$ cat src/design/varc_pkg.sv
package varc_pkg;

  localparam int LIST_DEPTH  = 16;
  localparam int RETRY_LIMIT = 7;
  localparam int CNT_W       = $clog2(LIST_DEPTH);
  localparam int RETRY_W     = $clog2(RETRY_LIMIT + 1);
  localparam int CFG_IDX_W   = 1;

  typedef enum logic [2:0] {
    REQ_RESPONSE = 3'd0,
    REQ_PLAY     = 3'd1,
    REQ_STOP     = 3'd2,
    REQ_CLEAR    = 3'd3,
    REQ_STATUS   = 3'd4,
    REQ_VERSION  = 3'd5,
    REQ_VOLUME   = 3'd6
  } req_e;

  typedef enum logic [CFG_IDX_W-1:0] {
    CFG_ANN_ADDR = 1'b0,
    CFG_REC_ADDR = 1'b1
  } cfg_idx_e;

  localparam logic [7:0] CMD_NONE    = 8'h00;
  localparam logic [7:0] CMD_PLAY    = 8'h01;
  localparam logic [7:0] CMD_STOP    = 8'h02;
  localparam logic [7:0] CMD_VERSION = 8'h04;
  localparam logic [7:0] CMD_STATUS  = 8'h05;
  localparam logic [7:0] CMD_VOLUME  = 8'h06;
  localparam logic [7:0] REC_START   = 8'h07;
  localparam logic [7:0] REC_STOP    = 8'h08;

  localparam logic [7:0] ANN_IDLE    = 8'd0;
  localparam logic [7:0] ANN_PLAYING = 8'd1;
  localparam logic [7:0] ANN_STOPPED = 8'd2;

  typedef struct packed {
    logic [2:0]  req_type;
    logic [7:0]  source_device;
    logic [7:0]  response_code;
    logic [7:0]  response_byte_one;
    logic [7:0]  response_byte_two;
    logic [15:0] entry_code;
    logic        list_restart;
    logic        urgent_active;
  } req_t;

  typedef struct packed {
    logic        send_valid;
    logic [7:0]  send_code;
    logic [15:0] payload_word;
    logic        payload_valid;
    logic        last_of_run;
    logic        busy_res;
    logic        recording;
    logic        emergency_stop;
  } res_t;

  typedef struct packed {
    logic [CFG_IDX_W-1:0] index;
    logic [7:0]           value;
  } cfg_t;

endpackage

$ cat src/design/varc_intf.sv
interface varc_req_if;
  logic          valid;
  logic          ready;
  varc_pkg::req_t data;
  modport source (output valid, output data, input ready);
  modport sink   (input valid, input data, output ready);
endinterface

interface varc_res_if;
  logic          valid;
  logic          ready;
  varc_pkg::res_t data;
  modport source (output valid, output data, input ready);
  modport sink   (input valid, input data, output ready);
endinterface

interface varc_cfg_if;
  logic          valid;
  logic          ready;
  varc_pkg::cfg_t data;
  modport source (output valid, output data, input ready);
  modport sink   (input valid, input data, output ready);
endinterface

$ cat src/design/voice_announcer_command_retry.sv
// Command-and-retry controller for a voice announcer. Every input item gives
// one or more result items, the final one marked by last_of_run. Items other
// than a play command leave through a single output register, so a new item
// is taken once that register is free. A play command reads the play list
// from a 16-word synchronous RAM, one word per cycle while the output is not
// stalled, and emits one result per stored entry (up to LIST_DEPTH-1); no new
// item is taken until its last word is in the output register. Configuration
// writes are always accepted and are registered.
module voice_announcer_command_retry (
  input  logic         clk_i,
  input  logic         rst_ni,
  varc_req_if.sink     req_i,
  varc_res_if.source   res_o,
  varc_cfg_if.sink     cfg_i
);

  typedef enum logic [1:0] {
    S_IDLE   = 2'b01,
    S_STREAM = 2'b10
  } ctrl_e;

  typedef enum logic [3:0] {
    T_IDLE    = 4'b0001,
    T_PLAY    = 4'b0010,
    T_PRESTOP = 4'b0100,
    T_STOP    = 4'b1000
  } task_e;

  localparam int CW = varc_pkg::CNT_W;
  localparam int RW = varc_pkg::RETRY_W;

  ctrl_e                st_q, st_d;
  task_e                task_q, task_d;
  logic [7:0]           ann_q, ann_d;
  logic [RW-1:0]        retry_q, retry_d;
  logic                 wait_q, wait_d;
  logic [CW-1:0]        cnt_q, cnt_d;
  logic                 rec_q, rec_d;
  logic [7:0]           ann_addr_q, rec_addr_q;

  logic                 out_vld_q, out_vld_d;
  varc_pkg::res_t       out_q, out_d;
  logic                 emerg_q, emerg_d;
  logic [CW-1:0]        idx_q, idx_d;
  logic [CW-1:0]        last_q, last_d;

  logic [15:0]          mem [varc_pkg::LIST_DEPTH];
  logic [15:0]          rdata_q;
  logic [CW-1:0]        rd_addr;
  logic                 wr_en;
  logic [CW-1:0]        wr_addr;

  logic                 slot_free;
  logic                 in_acc;
  logic [7:0]           send;
  logic                 emerg;
  logic [15:0]          word;
  logic                 wvalid;
  logic [CW-1:0]        base;
  logic                 busy_d;

  assign slot_free   = !out_vld_q || res_o.ready;
  assign req_i.ready = (st_q == S_IDLE) && slot_free;
  assign in_acc      = req_i.valid && req_i.ready;
  assign cfg_i.ready = 1'b1;
  assign res_o.valid = out_vld_q;
  assign res_o.data  = out_q;

  always_comb begin
    st_d      = st_q;
    task_d    = task_q;
    ann_d     = ann_q;
    retry_d   = retry_q;
    wait_d    = wait_q;
    cnt_d     = cnt_q;
    rec_d     = rec_q;
    out_vld_d = out_vld_q;
    out_d     = out_q;
    emerg_d   = emerg_q;
    idx_d     = idx_q;
    last_d    = last_q;
    rd_addr   = idx_q;
    wr_en     = 1'b0;
    wr_addr   = cnt_q;
    send      = varc_pkg::CMD_NONE;
    emerg     = 1'b0;
    word      = '0;
    wvalid    = 1'b0;
    base      = cnt_q;
    busy_d    = 1'b0;

    if (res_o.ready) out_vld_d = 1'b0;

    unique case (st_q)
      S_IDLE: begin
        if (in_acc) begin
          unique case (req_i.data.req_type)
            varc_pkg::REQ_RESPONSE: begin
              if (req_i.data.source_device == ann_addr_q) begin
                if (req_i.data.response_code == varc_pkg::CMD_STATUS) begin
                  ann_d = req_i.data.response_byte_two;
                  if (req_i.data.urgent_active && req_i.data.response_byte_one != 8'd0) begin
                    task_d  = T_STOP;
                    retry_d = RW'(varc_pkg::RETRY_LIMIT);
                    wait_d  = 1'b0;
                    cnt_d   = '0;
                    emerg   = 1'b1;
                  end
                end else if (req_i.data.response_code == varc_pkg::CMD_STOP) begin
                  ann_d = varc_pkg::ANN_STOPPED;
                end
                // task machine steps once per announcer response
                unique case (task_d)
                  T_PLAY: begin
                    if (ann_d != varc_pkg::ANN_IDLE) begin
                      task_d = T_IDLE;
                    end else if (wait_d) begin
                      wait_d = 1'b0;
                    end else if (retry_d != '0) begin
                      retry_d = retry_d - RW'(1);
                      wait_d  = 1'b1;
                      send    = varc_pkg::CMD_PLAY;
                    end else begin
                      task_d = T_IDLE;
                    end
                  end
                  T_PRESTOP: begin
                    if (ann_d != varc_pkg::ANN_PLAYING) begin
                      task_d  = T_PLAY;
                      retry_d = RW'(varc_pkg::RETRY_LIMIT);
                      wait_d  = 1'b0;
                    end else if (wait_d) begin
                      wait_d = 1'b0;
                    end else if (retry_d != '0) begin
                      retry_d = retry_d - RW'(1);
                      wait_d  = 1'b1;
                      send    = varc_pkg::CMD_STOP;
                    end else begin
                      task_d  = T_PLAY;
                      retry_d = RW'(1);
                      wait_d  = 1'b0;
                    end
                  end
                  T_STOP: begin
                    if (ann_d != varc_pkg::ANN_PLAYING) begin
                      task_d = T_IDLE;
                    end else if (wait_d) begin
                      wait_d = 1'b0;
                    end else if (retry_d != '0) begin
                      retry_d = retry_d - RW'(1);
                      wait_d  = 1'b0;
                      send    = varc_pkg::CMD_STOP;
                    end else begin
                      task_d = T_IDLE;
                    end
                  end
                  default: ;
                endcase
              end else if (req_i.data.source_device == rec_addr_q) begin
                if (req_i.data.response_code == varc_pkg::REC_START) begin
                  rec_d = 1'b1;
                end else if (req_i.data.response_code == varc_pkg::REC_STOP) begin
                  rec_d = 1'b0;
                end
              end
            end
            varc_pkg::REQ_PLAY: begin
              base = req_i.data.list_restart ? '0 : cnt_q;
              cnt_d = base;
              if (base < CW'(varc_pkg::LIST_DEPTH - 1)) begin
                wr_en   = 1'b1;
                wr_addr = base;
                cnt_d   = base + CW'(1);
              end
              task_d  = T_PRESTOP;
              retry_d = RW'(varc_pkg::RETRY_LIMIT);
              wait_d  = 1'b0;
            end
            varc_pkg::REQ_STOP: begin
              task_d  = T_STOP;
              retry_d = RW'(varc_pkg::RETRY_LIMIT);
              wait_d  = 1'b0;
            end
            varc_pkg::REQ_CLEAR: begin
              task_d = T_IDLE;
              ann_d  = varc_pkg::ANN_IDLE;
              cnt_d  = '0;
            end
            varc_pkg::REQ_STATUS:  send = varc_pkg::CMD_STATUS;
            varc_pkg::REQ_VERSION: send = varc_pkg::CMD_VERSION;
            varc_pkg::REQ_VOLUME: begin
              send   = varc_pkg::CMD_VOLUME;
              word   = {8'd0, req_i.data.entry_code[7:0]};
              wvalid = 1'b1;
            end
            default: ;
          endcase

          busy_d  = (task_d != T_IDLE) || (ann_d == varc_pkg::ANN_PLAYING);
          emerg_d = emerg;

          if (send == varc_pkg::CMD_PLAY && cnt_d != '0) begin
            // list words come from the RAM over the next cycles
            st_d    = S_STREAM;
            idx_d   = '0;
            rd_addr = '0;
            last_d  = cnt_d - CW'(1);
          end else begin
            out_vld_d           = 1'b1;
            out_d.send_valid    = (send != varc_pkg::CMD_NONE);
            out_d.send_code     = send;
            out_d.payload_word  = word;
            out_d.payload_valid = wvalid;
            out_d.last_of_run   = 1'b1;
            out_d.busy_res      = busy_d;
            out_d.recording     = rec_d;
            out_d.emergency_stop = emerg;
          end
        end
      end
      S_STREAM: begin
        if (slot_free) begin
          out_vld_d            = 1'b1;
          out_d.send_valid     = 1'b1;
          out_d.send_code      = varc_pkg::CMD_PLAY;
          out_d.payload_word   = rdata_q;
          out_d.payload_valid  = 1'b1;
          out_d.last_of_run    = (idx_q == last_q);
          out_d.busy_res       = (task_q != T_IDLE) || (ann_q == varc_pkg::ANN_PLAYING);
          out_d.recording      = rec_q;
          out_d.emergency_stop = emerg_q;
          idx_d   = idx_q + CW'(1);
          rd_addr = idx_q + CW'(1);
          if (idx_q == last_q) st_d = S_IDLE;
        end
      end
      default: st_d = S_IDLE;
    endcase
  end

  always_ff @(posedge clk_i) begin
    if (wr_en) mem[wr_addr] <= req_i.data.entry_code;
    rdata_q <= mem[rd_addr];
  end

  always_ff @(posedge clk_i) begin
    out_q  <= out_d;
    idx_q  <= idx_d;
    last_q <= last_d;
  end

  always_ff @(posedge clk_i or negedge rst_ni) begin
    if (!rst_ni) begin
      st_q       <= S_IDLE;
      task_q     <= T_IDLE;
      ann_q      <= varc_pkg::ANN_IDLE;
      retry_q    <= '0;
      wait_q     <= 1'b0;
      cnt_q      <= '0;
      rec_q      <= 1'b0;
      out_vld_q  <= 1'b0;
      emerg_q    <= 1'b0;
      ann_addr_q <= 8'd1;
      rec_addr_q <= 8'd2;
    end else begin
      st_q      <= st_d;
      task_q    <= task_d;
      ann_q     <= ann_d;
      retry_q   <= retry_d;
      wait_q    <= wait_d;
      cnt_q     <= cnt_d;
      rec_q     <= rec_d;
      out_vld_q <= out_vld_d;
      emerg_q   <= emerg_d;
      if (cfg_i.valid && cfg_i.ready) begin
        unique case (cfg_i.data.index)
          varc_pkg::CFG_ANN_ADDR: ann_addr_q <= cfg_i.data.value;
          varc_pkg::CFG_REC_ADDR: rec_addr_q <= cfg_i.data.value;
          default: ;
        endcase
      end
    end
  end

  a_stream_idx: assert property (@(posedge clk_i) disable iff (!rst_ni)
    st_q == S_STREAM |-> idx_q <= last_q)
    else $error("stream index ran past list end");

  a_stream_end: assert property (@(posedge clk_i) disable iff (!rst_ni)
    (st_q == S_STREAM && slot_free && idx_q == last_q) |=> st_q == S_IDLE)
    else $error("stream did not end after last word");

  a_no_overrun: assert property (@(posedge clk_i) disable iff (!rst_ni)
    in_acc |-> (!out_vld_q || res_o.ready))
    else $error("item accepted while result still pending");

  a_retry_range: assert property (@(posedge clk_i) disable iff (!rst_ni)
    retry_q <= RW'(varc_pkg::RETRY_LIMIT))
    else $error("retry counter out of range");

  a_list_cap: assert property (@(posedge clk_i) disable iff (!rst_ni)
    cnt_q <= CW'(varc_pkg::LIST_DEPTH - 1))
    else $error("play list count above cap");

endmodule

$ cat src/flat_wrapper.sv
// flat-port wrapper written by rule: the top's interface ports become plain ports
module voice_announcer_command_retry_flat 
  (clk_i, rst_ni, req_i_valid, req_i_data, req_i_ready, res_o_valid, res_o_data, res_o_ready, cfg_i_valid, cfg_i_data, cfg_i_ready);
  varc_req_if req_i_i ();
  varc_res_if res_o_i ();
  varc_cfg_if cfg_i_i ();
  input  logic clk_i;
  input  logic rst_ni;
  input wire logic [$bits(req_i_i.valid)-1:0] req_i_valid;
  input wire logic [$bits(req_i_i.data)-1:0] req_i_data;
  output wire logic [$bits(req_i_i.ready)-1:0] req_i_ready;
  output wire logic [$bits(res_o_i.valid)-1:0] res_o_valid;
  output wire logic [$bits(res_o_i.data)-1:0] res_o_data;
  input wire logic [$bits(res_o_i.ready)-1:0] res_o_ready;
  input wire logic [$bits(cfg_i_i.valid)-1:0] cfg_i_valid;
  input wire logic [$bits(cfg_i_i.data)-1:0] cfg_i_data;
  output wire logic [$bits(cfg_i_i.ready)-1:0] cfg_i_ready;
  assign req_i_i.valid = req_i_valid;
  assign req_i_i.data = req_i_data;
  assign req_i_ready = req_i_i.ready;
  assign res_o_valid = res_o_i.valid;
  assign res_o_data = res_o_i.data;
  assign res_o_i.ready = res_o_ready;
  assign cfg_i_i.valid = cfg_i_valid;
  assign cfg_i_i.data = cfg_i_data;
  assign cfg_i_ready = cfg_i_i.ready;
  voice_announcer_command_retry u_core (.clk_i(clk_i), .rst_ni(rst_ni), .req_i(req_i_i), .res_o(res_o_i), .cfg_i(cfg_i_i));
endmodule
$ cat config.mk
export PLATFORM = sky130hd
export DESIGN_NAME = voice_announcer_command_retry_flat
export DESIGN_NICKNAME = d
export VERILOG_FILES = /design/src/design/varc_pkg.sv /design/src/design/varc_intf.sv /design/src/design/voice_announcer_command_retry.sv /design/src/flat_wrapper.sv
export SDC_FILE = /design/constraint.sdc
export NUM_CORES = 1
export LEC_CHECK = 0
export ABC_AREA = 1
export CORE_MARGIN = 8
export CORE_UTILIZATION = 40
export DETAILED_ROUTE_END_ITERATION = 6
export DONT_BUFFER_PORTS = 1
export PLACE_DENSITY = 0.62
export SYNTH_ARGS = -nofsm -noshare
export SYNTH_HDL_FRONTEND = slang
export SYNTH_SLANG_ARGS = --single-unit
$ cat constraint.sdc
create_clock -name clk_i -period 3.9 [get_ports clk_i]
set_input_delay 0.78 -clock clk_i [delete_from_list [all_inputs] [get_ports clk_i]]
set_output_delay 0.78 -clock clk_i [all_outputs]
set_load 0.01 [all_outputs]
Word-level counts from Yosys, hierarchy flattened
Memory sizes are Yosys's and may differ from the RTL's. A register that Yosys moved wholly into a read port is not among the register bits.
Cells that the tools add are included.
{"block": "word_totals", "regBits": 79, "ramBits": 256, "in_bits": 67, "out_inout_bits": 33, "wordCells": 199, "memories": 1}
{"block": "classes", "addsub": 4, "n_lt_le_gt_ge": 1, "n_eq_ne": 30, "muxes": 116, "bitwise": 1, "reduce_logical": 25}
{"memory": "u_core.mem", "words": 16, "word_bits": 16, "rd": 1, "rd_clocked_by_memory_dff": 1, "write_ports": 1, "line_no": "voice_announcer_command_retry.sv:47", "source": "logic [15:0] mem [varc_pkg::LIST_DEPTH];"}
{"cell": "$mux W8", "count": 17}
{"cell": "$mux W4", "count": 30}
{"cell": "$mux W30", "count": 3}
{"cell": "$pmux W30 S2", "count": 1}
{"cell": "$mux W3", "count": 14}
{"cell": "$mux W1", "count": 33}
{"cell": "$pmux W8 S2", "count": 2}
{"cell": "$pmux W8 S4", "count": 1}
{"cell": "$eq A8 B1 Y1 const B", "count": 3}
{"cell": "$pmux W4 S3", "count": 2}
{"cell": "$reduce_bool A8 Y1", "count": 3}
{"cell": "$eq A8 B3 Y1 const B", "count": 2}
{"cell": "$eq A8 B8 Y1", "count": 2}
{"cell": "$pmux W4 S4", "count": 1}
{"cell": "$reduce_and A4 Y1", "count": 3}
{"cell": "$mux W2", "count": 5}
{"cell": "$eq A3 B3 Y1 const B", "count": 3}
{"cell": "$pmux W3 S3", "count": 1}
{"cell": "$add A4 B1 Y4 const B", "count": 2}
{"cell": "$eq A8 B2 Y1 const B", "count": 1}
{"cell": "$eq A8 B4 Y1 const B", "count": 1}
{"cell": "$ne A2 B1 Y1 const B", "count": 4}
{"cell": "$ne A4 B1 Y1 const B", "count": 2}
{"cell": "$ne A8 B1 Y1 const B", "count": 1}
{"cell": "other kinds (28)", "count": 40}

Logic depth before layout (Yosys ltp)
{"block": "depth", "ltp_word": 22, "ltp_mapped": 26, "depth_no_buf": 24}

Worst setup path before layout
Ideal clock, no wire load.
{"block": "synth_path", "path_kind": "input -> register", "start": "input req_i_data[38]", "end": "register u_core.out_q, in the netlist u_core.res_o.data[0], enable pin", "setup_ns": 0.415, "arrival_ns": 3.963, "required_time_ns": 3.485, "setup_slack_ns": -0.479, "path_stages": 18, "path_buffers": 0, "path_cell_list": "inv_2 -> nand2_1 -> nor2_4 -> nand2_4 -> inv_6 -> nand2_2 -> nor2_4 -> nor2_1 -> ha_1 -> ha_1 -> nor2_1 -> inv_1 -> nor2_1 -> nand3_1 -> and3_1 -> nand3_1 -> nand2_1 -> a21oi_1"}
{"block": "synth_via", "elab_chain_cells": 19, "elab_cells_between_ends": 51, "classes_between": "eq/ne: 8; mux: 37; reduce/logical: 6"}
{"item": "start, declared", "line_no": "flat_wrapper.sv:10", "source": "input wire logic [$bits(req_i_i.data)-1:0] req_i_data;"}
{"item": "$eq A8 B3 Y1", "line_no": "voice_announcer_command_retry.sv:100", "source": "if (req_i.data.response_code == varc_pkg::CMD_STATUS) begin"}
{"item": "$mux W3", "line_no": "voice_announcer_command_retry.sv:100"}
{"item": "$mux W3", "line_no": "voice_announcer_command_retry.sv:99", "source": "if (req_i.data.source_device == ann_addr_q) begin"}
{"item": "$mux W3", "line_no": "voice_announcer_command_retry.sv:97", "source": "unique case (req_i.data.req_type)"}
{"item": "$mux W3", "line_no": "voice_announcer_command_retry.sv:96", "source": "if (in_acc) begin"}
{"item": "$mux W3", "line_no": "voice_announcer_command_retry.sv:94", "source": "unique case (st_q)"}
{"item": "$reduce_bool A3 Y1", "line_no": "voice_announcer_command_retry.sv:119, voice_announcer_command_retry.sv:134, voice_announcer_command_retry.sv:149"}
{"item": "$mux W1 / $mux W2 (equally long branches)", "line_no": "voice_announcer_command_retry.sv:119, voice_announcer_command_retry.sv:134, voice_announcer_command_retry.sv:149"}
{"item": "(+3 left out)"}
{"item": "$mux W8", "line_no": "voice_announcer_command_retry.sv:99"}
{"item": "$pmux W8 S4", "line_no": "voice_announcer_command_retry.sv:97"}
{"item": "$mux W8", "line_no": "voice_announcer_command_retry.sv:96"}
{"item": "$mux W8", "line_no": "voice_announcer_command_retry.sv:94"}
{"item": "$eq A8 B1 Y1", "line_no": "voice_announcer_command_retry.sv:202", "source": "if (send == varc_pkg::CMD_PLAY && cnt_d != '0) begin"}
{"item": "$logic_and A1 B1 Y1 (*)", "line_no": "voice_announcer_command_retry.sv:202"}
{"item": "$ne A2 B2 Y1 (no line) (*)"}
{"item": "$reduce_and A4 Y1 (no line) (*)"}
{"item": "end signal, assigned", "line_no": "voice_announcer_command_retry.sv:247", "source": "out_q <= out_d;"}
{"item": "end, declared", "line_no": "voice_announcer_command_retry.sv:42", "source": "varc_pkg::res_t out_q, out_d;"}
Mark *: on every way between the ends. The rest lies on a longest branch, timed or not. The select of a mux whose other input is x is not followed.
A chain may end at the register's enable or synchronous reset.

Worst setup path after layout
{"block": "layout_path", "start": "register u_core.cnt_q[0]", "end": "register u_core.rdata_q[4] (read register of u_core.mem)"}
{"block": "layout_via", "elab_chain_cells": 11, "elab_cells_between_ends": 15, "classes_between": "add/sub: 1; order compare: 1; mux: 11; reduce/logical: 2"}
{"item": "start, declared", "line_no": "voice_announcer_command_retry.sv:37", "source": "logic [CW-1:0] cnt_q, cnt_d;"}
{"item": "start signal, assigned", "line_no": "voice_announcer_command_retry.sv:271", "source": "cnt_q <= cnt_d;"}
{"item": "$mux W4, on equally long branches", "line_no": "voice_announcer_command_retry.sv:168, voice_announcer_command_retry.sv:102"}
{"item": "$add A4 B1 Y4 (tied with other cells)", "line_no": "voice_announcer_command_retry.sv:173", "source": "cnt_d = base + CW'(1);"}
{"item": "$mux W4, on equally long branches", "line_no": "voice_announcer_command_retry.sv:170, voice_announcer_command_retry.sv:99"}
{"item": "$pmux W4 S3 (*)", "line_no": "voice_announcer_command_retry.sv:97"}
{"item": "$mux W4 (*)", "line_no": "voice_announcer_command_retry.sv:96"}
{"item": "$mux W4 (*)", "line_no": "voice_announcer_command_retry.sv:94"}
{"item": "$reduce_bool A4 Y1 (*)", "line_no": "voice_announcer_command_retry.sv:202"}
{"item": "$logic_and A1 B1 Y1 (*)", "line_no": "voice_announcer_command_retry.sv:202"}
{"item": "$mux W4 (*)"}
{"item": "$mux W4 (*)", "line_no": "voice_announcer_command_retry.sv:96"}
{"item": "$pmux W4 S2 (*)", "line_no": "voice_announcer_command_retry.sv:94"}
{"item": "end, declared", "line_no": "voice_announcer_command_retry.sv:48", "source": "logic [15:0] rdata_q;"}
Marked as above.

==> results.yml <==
grt:
  grt_pass1_wl_um: 65040
  grt_max_degree: 79
  grt_usage: 0.1772
  first_global_vias: 11050
  antenna_found_initial: 0
  gr-total-overflow: 0
floorplan:
  num_rows: 74
  coreArea_sq_um: 40460
  die_h_um: 217.6
  start_util: 0.4018
  die_w_um: 217.6
  dieArea_sq_um: 47350
  top_level_ports: 100
synth:
  yosysMostFrequentCell: "nand3_1"
  synth_seq_area_share: 0.6144
  synth_edf_count: 285
  netlist_area_sq_um: 16260
  async_flop_share: 0.1185
  synth_area_leader_cell: "edfxtp_1"
  netlist_instances: 1638
  synth.avg_cell_area_sq_um: 9.926
  yosysWarnings: 0
  synth-seq-cells: 346
  yosysTopAreaCellShare: 0.5264
  synth_area_leaders: "edfxtp_1 53%, nand3_1 9.6%, nand2_1 6.7%"
  synth_common_cells: "313 x nand3_1, 289 x nand2_1, 285 x edfxtp_1"
  synth_cell_types: 50
  synth_top_flop_cell: "edfxtp_1"
pwr:
  power.net_switching_mw: 4.596
  p_total_mw: 12.61
  combPwrFrac: 0.344
  p_int_mw: 8.010
  peakVddDrop_mv: 0.4526
  leakagePower_nw: 7.599
  power_frac_seq: 0.373
  p_sw_frac: 0.3646
  p_per_area_nw_per_um2: 689.0
  clock_power_share: 0.283
run:
  maxCapViolations: 0
sta:
  grt_setup_unrepaired: "no"
  max_slew_margin: 0.3950
  slew_viol_final: 0
  tightest_slew_ps: 907.5
  fin_crit_ps: 3518
  period_share: 0.9020
  fmax_mhz: 284.3
  finalHoldViolCount: 0
  fin_worst_skew_ps: 21.73
  tns_ps: 0
  setup_violations: 0
layout:
  nets: 1734
  layout-drive-gt1-share: 0.09710
  postLayoutCoreUtil: 0.4522
  area_delta_synth_final_pct: 12.53
  stdcell_count: 2221
  diodes: 0
clock_network:
  root_buffer: "clkbuf_16"
  h-tree-depth: 2
  cts_tree: "yes"
  clk_latency_ps: 560
  cts_buffer_depth: 3
  cts.reportedPaths.clkPinSlew_ps: 60
  cts.sinks: 346
  cts_buffers: 39
run_status:
  failed_checks: "design-rule violations"
  status: "finished with violations"
routing:
  drt_iter0_drc: 1217
  ant_nets: 0
  routed_wl_um: 42490
  drt-wirelength-per-cell_um: 19.13
  dr.pass1.iters: 7
  viasPerCell: 5.188
  remaining_drc_errors: 2
  vias: 11520
placed_design:
  gp_congestion: 0.8786
  hpwl_um: 25620
  io_buffers: 0
  place_inst: 2148
worst_setup_path:
  critical_path_class: "reg2reg"
  required_ps: 4400
  crit_slowest_cell: "dfrtp_1"
  critPathCaptureType: "flop"
  critPathMaxStageDelay_ps: 380
  ff2ff_path_depth: 24
  arrival_ps: 4020
  crit_chain: "inv_1, nor2_1, ha_1, inv_1, nor3_4, inv_1, a21oi_1, nand2_1, nand2_1, o21ai_0, ha_1, inv_1, nor2_1, nand2_1, nand2_1, nand2_2, nand4_4, buf_12, buf_12, nand3_1, nand3_1, nand3_1, nand3_1, nand2_1"
  r2r_start: "u_core.cnt_q[0]$_DFFE_PN0P_"
  r2r-end: "u_core.rdata_q[4]$_DFF_P_"
  path_depth: 24
  path_common_cell: "nand2_1"
  crit_fanout: 52
  r2r_setup_slack_ps: 380
  worst-path-buf-inv: 6
  path_delay_family: "simple AND/OR/NAND/NOR gates"
  cp-start-kind: "flop"
worst_hold_path:
  hold_class: "in2async"
==> flip-flops by register name, summed over array words and instances (netlist names) <==
register	flops
u_core.rec_q	1
u_core.ann_addr_q	8
u_core.idx_q	4
u_core.retry_q	3
u_core.rec_addr_q	8
u_core.emerg_q	1
u_core.task_q	4
u_core.ann_q	8
u_core.wait_q	1
u_core.last_q	4
u_core.st_q	2
u_core.res_o.data	25
u_core.mem	256
u_core.res_o.valid	1
u_core.cnt_q	4
u_core.rdata_q	16
==> routing by layer <==
metal	vias up	wire, um	GRT usage
li1	5495	-	-
met5	-	0	0
met1	5501	18470	0.2423
met3	70	3847	0.03689
met4	0	1259	0.06650
met2	457	18910	0.2748
==> logic make-up after synthesis <==
logic type,after synthesis,synth area share
and+or+nand+nor,785,0.2281
DFF,346,0.6144
other,2,0.0004619
AOI/OAI and AO/OA,107,0.03733
adders and majority gates,9,0.006926
xor gates and xnor gates,19,0.01024
buffers and inverters,370,0.1025
==> final cells by class <==
type,instances,area [sq um]
clock buffer,58,1139
tap,532,665.6
multi-input combinational,926,4697
inverter,290,1094
clock inverter,14,110.1
sequential,346,9990
fill,3776,22170
timing repair buffer,55,600.6
==> how the worst max path moves through the flow <==
stage,from,to
floorplan,req_i_data[38],u_core.res_o.data[0]$_DFFE_PP_
global placement,req_i_data[38],u_core.res_o.data[9]$_DFFE_PP_
detailed placement,req_i_data[1],u_core.rdata_q[4]$_DFF_P_
CTS,u_core.cnt_q[0]$_DFFE_PN0P_,u_core.rdata_q[8]$_DFF_P_
global route,u_core.cnt_q[0]$_DFFE_PN0P_,u_core.rdata_q[8]$_DFF_P_
finish,u_core.cnt_q[0]$_DFFE_PN0P_,u_core.rdata_q[4]$_DFF_P_
==> power by group through the flow <==
stage	clock network (mW)	logic [mW]	registers, mW
finish	3.56	4.34	4.70
global route	3.79	4.86	4.74
CTS	3.64	4.35	4.71
detailed placement	0	4.32	4.79
global placement	0	4.28	4.78
floorplan	0	3.27	4.69
==> what timing repair did <==
item	in CTS	in global routing
buffers inserted	0	0
hold buffers	1	0
setup endpoints to repair	0	1
hold endpoints to repair	37	0
resized for setup	0	1
==> through the flow <==
step	hold slack, ps	worst slack, ps	area [sq um]
global route	44.94	45.59	18300
CTS	39.34	361.9	18290
global placement	467.7	108.6	17020
detailed placement	473.4	40.47	17020
floorplan	453.0	11.83	16280
finish	70.28	382.1	18300
==> cell usage in the layout (no fill, tap or decap), types with 3 or more instances in the layout <==
| cell type | synthesis | routed |
|---|---|---|
| clkbuf_8 | 0 | 7 |
| a22oi_1 | 5 | 5 |
| dfxtp_1 | 20 | 20 |
| nor2_1 | 76 | 60 |
| conb_1 | 2 | 6 |
| nand3_1 | 313 | 313 |
| o2111ai_1 | 3 | 3 |
| nor2_2 | 2 | 18 |
| dfstp_2 | 4 | 4 |
| inv_1 | 282 | 282 |
| nand4_1 | 10 | 10 |
| inv_2 | 6 | 6 |
| o22ai_1 | 5 | 5 |
| dfrtp_1 | 37 | 37 |
| edfxtp_1 | 285 | 285 |
| xor2_1 | 12 | 12 |
| buf_4 | 17 | 40 |
| buf_12 | 0 | 15 |
| ha_1 | 9 | 9 |
| nand2_1 | 289 | 287 |
| o21ai_0 | 68 | 68 |
| clkinv_1 | 1 | 5 |
| a31oi_1 | 3 | 3 |
| a21oi_1 | 12 | 11 |
| nand3b_1 | 65 | 65 |
| xnor2_1 | 7 | 7 |
| clkinv_2 | 0 | 4 |
| nor3_1 | 10 | 10 |
| clkbuf_1 | 19 | 11 |
| nand2_4 | 2 | 3 |
| or2_2 | 3 | 3 |
| clkbuf_16 | 0 | 40 |
| nand2_2 | 7 | 8 |
(Power assumes the default switching activity.)
